### src/sv/m3i_pkg.sv
// shared widths, types and helpers for the 3x3 matrix inverse
package m3i_pkg;

  localparam int WORD_BITS     = 32;
  localparam int FRACTION_BITS = 16;

  localparam int PROD_W = 2 * WORD_BITS;
  localparam int ADJ_W  = 2 * WORD_BITS + 1;
  localparam int MAG_W  = 2 * WORD_BITS;
  localparam int DET_W  = 3 * WORD_BITS + 3;
  localparam int NUM_A  = MAG_W + 2 * FRACTION_BITS + 1;
  localparam int NUM_B  = DET_W + WORD_BITS + 1;
  localparam int NUM_W  = ((NUM_A > NUM_B) ? NUM_A : NUM_B) + 1;
  localparam int DQ_W   = ((DET_W > 2 * FRACTION_BITS) ? DET_W : 2 * FRACTION_BITS) + 1;

  localparam int QUEUE_DEPTH = 4;
  localparam int QPTR_W      = $clog2(QUEUE_DEPTH);
  localparam int QCNT_W      = $clog2(QUEUE_DEPTH + 1);

  // adjugate entry k = m[a]*m[b] - m[c]*m[d], flat row-major indices
  localparam int ADJ_IDX [9][4] = '{
    '{4, 8, 5, 7}, '{2, 7, 1, 8}, '{1, 5, 2, 4},
    '{5, 6, 3, 8}, '{0, 8, 2, 6}, '{2, 3, 0, 5},
    '{3, 7, 4, 6}, '{1, 6, 0, 7}, '{0, 4, 1, 3}
  };

  typedef struct packed {
    logic [8:0][MAG_W-1:0]     adj_mag;
    logic [8:0]                inv_neg;
    logic [DET_W-1:0]          dmag;
    logic                      singular;
    logic [WORD_BITS-1:0]      det_value;
    logic                      det_sat;
  } entry_t;

  typedef struct packed {
    logic [WORD_BITS-1:0] value;
    logic                 sat;
  } sat_t;

  // clip a magnitude with sign to the signed word range; big means >= 2^WORD_BITS
  function automatic sat_t sat_word(input logic big, input logic [WORD_BITS-1:0] q,
                                    input logic neg);
    sat_t r;
    r.sat   = 1'b0;
    r.value = q;
    if (!neg) begin
      if (big || q[WORD_BITS-1]) begin
        r.sat   = 1'b1;
        r.value = {1'b0, {(WORD_BITS-1){1'b1}}};
      end
    end else begin
      if (big || (q[WORD_BITS-1] && (q[WORD_BITS-2:0] != '0))) begin
        r.sat   = 1'b1;
        r.value = {1'b1, {(WORD_BITS-1){1'b0}}};
      end else begin
        r.value = '0 - q;
      end
    end
    return r;
  endfunction

endpackage

### src/sv/m3i_queue.sv
// short queue between the front and back pipelines
module m3i_queue (
  input  logic            clk,
  input  logic            rst,
  input  logic            push_valid,
  output logic            push_ready,
  input  m3i_pkg::entry_t push_data,
  output logic            pop_valid,
  input  logic            pop_ready,
  output m3i_pkg::entry_t pop_data
);

  m3i_pkg::entry_t               mem [0:m3i_pkg::QUEUE_DEPTH-1];
  logic [m3i_pkg::QPTR_W-1:0]    wr_ptr;
  logic [m3i_pkg::QPTR_W-1:0]    rd_ptr;
  logic [m3i_pkg::QCNT_W-1:0]    count;
  logic                          push;
  logic                          pop;

  assign push_ready = (count != m3i_pkg::QCNT_W'(m3i_pkg::QUEUE_DEPTH));
  assign pop_valid  = (count != '0);
  assign push       = push_valid && push_ready;
  assign pop        = pop_valid && pop_ready;
  assign pop_data   = mem[rd_ptr];

  always_ff @(posedge clk) begin
    if (rst) begin
      wr_ptr <= '0;
      rd_ptr <= '0;
      count  <= '0;
    end else begin
      if (push) begin
        wr_ptr <= (wr_ptr == m3i_pkg::QPTR_W'(m3i_pkg::QUEUE_DEPTH - 1)) ? '0 : wr_ptr + 1'b1;
      end
      if (pop) begin
        rd_ptr <= (rd_ptr == m3i_pkg::QPTR_W'(m3i_pkg::QUEUE_DEPTH - 1)) ? '0 : rd_ptr + 1'b1;
      end
      if (push && !pop) begin
        count <= count + 1'b1;
      end else if (pop && !push) begin
        count <= count - 1'b1;
      end
    end
  end

  always_ff @(posedge clk) begin
    if (push) begin
      mem[wr_ptr] <= push_data;
    end
  end

endmodule

### config.mk
export PLATFORM = sky130hd
export DESIGN_NAME = m3i_queue
export DESIGN_NICKNAME = d
export VERILOG_FILES = /design/src/sv/m3i_pkg.sv /design/src/sv/m3i_queue.sv
export SDC_FILE = /design/constraint.sdc
export NUM_CORES = 2
export LEC_CHECK = 0
export ABC_AREA = 1
export BUFFER_PORTS_ARGS = -buffer_cell sky130_fd_sc_hd__clkbuf_2
export CAP_MARGIN = 20
export CORE_ASPECT_RATIO = 0.8
export CORE_UTILIZATION = 35
export CTS_CLUSTER_DIAMETER = 40
export DETAILED_ROUTE_END_ITERATION = 12
export GPL_TIMING_DRIVEN = 0
export SLEW_MARGIN = 15
export SYNTH_ARGS = -nofsm -noshare
export SYNTH_HDL_FRONTEND = slang
export SYNTH_SLANG_ARGS = --single-unit
### constraint.sdc
create_clock -name clk -period 37.3 [get_ports clk]
set_clock_uncertainty 0.05 [all_clocks]
set_input_delay 3.73 -clock clk [delete_from_list [all_inputs] [get_ports clk]]
set_output_delay 3.73 -clock clk [all_outputs]
set_load 0.02 [all_outputs]
==> flow_summary.yaml <==
outcome:
  outcome: "finished, final reports clean"
clock_network:
  cts_tree: "built"
  root_buffer: "clkbuf_16"
  post-cts-setup-buffers: 0
  clkSinkCount: 2881
  clk_path_buf_depth: 4
  cts_made_buffers: 372
  clk_latency_ns: 0.86
  clkTransAtPathRegs_ns: 0.06
  ctsHtreeMaxLevel: 5
  ctsResizeCount: 0
  postCtsHoldBufs: 0
detailed_routing:
  avgViaCountPerCell: 5.35
  wire_per_inst_um: 28.2
  ant_nets: 0
  drc: 0
  vias: 71700
  first_iter_violations: 7470
  wirelength_um: 378000
  firstDrtPassIters: 6
timing:
  finalCriticalPeriod_ns: 8.48
  final-hold-violation-count: 0
  worst-slew-pin-transition_ns: 1.08
  fmax_ghz: 0.118
  slew_headroom_pct: 28.1
  fin_ws_ns: 28.82
  final.setup.tns_ns: 0
  rsz0062_at_grt: "no"
  fin_crit_sh_pct: 22.7
  setup_viol: 0
  slew_viol_final: 0
  whs_ns: 0.470
global_routing:
  grt_overflow_total: 0
  grt.total_usage_pct: 23.8
  grt_max_degree: 27
  grt_antenna_before_repair: 167
  first_global_vias: 69300
  grt_pass1_wl_um: 519000
synth:
  avgSynthCellArea_um2: 15.1
  synth_area_leaders: "edfxtp_1 81%, o21ai_0 6.5%, nor2_1 5.1%"
  synth_cells: 7011
  synth_edf_count: 2872
  ys_types: 22
  syn_nets: 7740
  synth_common_cells: "2872 x edfxtp_1, 1453 x nor2_1, 1373 x o21ai_0"
  ys_ff_latch: 2881
  ys.warnings.count: 0
  syn_area_um2: 106000
  synth.largest_area_cell: "edfxtp_1"
  yosysSeqAreaShare_pct: 81.5
  ys.flop_type: "edfxtp_1"
  synth_top_area_share_pct: 81.4
  synthArstFlopShare_pct: 0
  yosysMostFrequentCell: "edfxtp_1"
placed_design:
  port_buffers: 1441
  place_inst: 12600
  pre_cts_slack_ns: 29.53
  dp.final_hpwl_um: 273000
  place_congestion: 0.880
critical_path:
  path_class: "register to primary output"
  cp.arrival_ns: 4.70
  critPathMaxFanout: 10
  r2r_start: "count[0]$_SDFFE_PP0P_"
  cp-end-kind: "primary output"
  worstPathRequired_ns: 33.52
  cp-start-kind: "register"
power_and_ir_drop:
  leakagePower_nw: 47.2
  max-vdd-ir-drop_uv: 50.4
  p_per_area_nw_per_um2: 83.5
floorplan:
  rows: 180
  die-area_um2: 305000
  core_area_um2: 301000
  die_w_um: 617
  start_util_pct: 35.2
  ios: 1442
  die_height_um: 494
layout:
  nets: 9719
  area_delta_synth_final_pct: 27.3
  utilization_pct: 44.9
  stdcell_count: 13400
  drive_above_1_share_pct: 26.3
hold_path:
  min_from: "rd_ptr[1]$_SDFFE_PP0P_"
  hold_class: "register to register"
run:
  cap_viol_max_count: 0
-- critical path: stages (launching register included) --
cell,delay (ns)
dfxtp_1,0.30
buf_2,0.68
buf_6,0.35
buf_4,0.53
buf_2,0.61
buf_2,0.37
nor2_1,0.09
o22ai_2,0.52
clkbuf_2,0.29
-- layout by cell type (no fill, tap or decap), drive strengths merged --
| cell type | count |
|---|---|
| o21ai | 1437 |
| clkinvlp | 42 |
| xor2 | 1 |
| clkbuf | 2118 |
| nand4 | 1 |
| nand3b | 2 |
| inv | 67 |
| nand2 | 14 |
| buf | 373 |
| edfxtp | 2872 |
| nand3 | 1 |
| o22ai | 718 |
| diode | 103 |
| bufinv | 47 |
| a21oi | 2 |
| ha | 6 |
| clkinv | 131 |
| fa | 1 |
| nor2 | 1453 |
| dfxtp | 9 |
-- logic make-up (layout without fill, tap and decap cells) --
family | count (synthesis) | in the layout | synth area share, %
buffers and inverters | 494 | 2778 | 2.13
xor gates and xnor gates | 1 | 1 | 0.00826
AOI/OAI and AO/OA | 2157 | 2157 | 11.0
and+or+nand+nor | 1471 | 1471 | 5.22
adders and majority gates | 7 | 7 | 0.0897
DFF | 2881 | 2881 | 81.5
other | 0 | 103 | 0
-- through the flow --
step | power (mW) | area, um2
5_1_grt | 11.6 | 135000
3_3_place_gp | 8.35 | 118000
2_1_floorplan | 6.29 | 106000
3_5_place_dp | 7.69 | 122000
4_1_cts | 11.3 | 135000
6_report | 11.3 | 135000
-- state kept, by name, indices dropped and copies added, names as in the netlist, named ones only --
name    flops
mem      2872
count       3
rd_ptr      2
wr_ptr      2
-- per-layer routing --
layer  vias up  global-route usage [%]  wire [um]  part of all wire, %
met1     36000                    28.3     136000                   36
met3       925                    7.27      38300                   10
li1      31000                       -          -                    -
met4        88                    14.9      26400                  7.0
met5         -                       0        563                 0.15
met2      3690                    37.8     176000                   47
-- worst paths after layout --
check,to,slack [ns],depth (start not counted)
hold / removal,rd_ptr[1]$_SDFFE_PP0P_,0.47,2
hold reg to reg,rd_ptr[1]$_SDFFE_PP0P_,0.47,2
setup / recovery,pop_data[396],28.82,8
setup reg to reg,mem[1][670]$_DFFE_PP_,33.00,15
-- cell type report --
class | instances | area (um2)
Clock inverter | 271 | 3290
Tap cell | 4004 | 5010
Timing Repair Buffer | 1605 | 10800
Buffer | 478 | 2190
Sequential cell | 2881 | 86400
Clock buffer | 408 | 9510
Inverter | 16 | 62.6
Fill cell | 26200 | 166000
Antenna cell | 103 | 258
Multi-Input combinational cell | 3636 | 17400
-- where the power goes --
group	internal [mW]	switching (mW)	leakage, nW
combinational	0.909	2.72	14.7
clock	2.20	1.44	6.13
sequential	3.94	0.0668	26.4
Note: power is estimated with default switching activity, not from simulation.
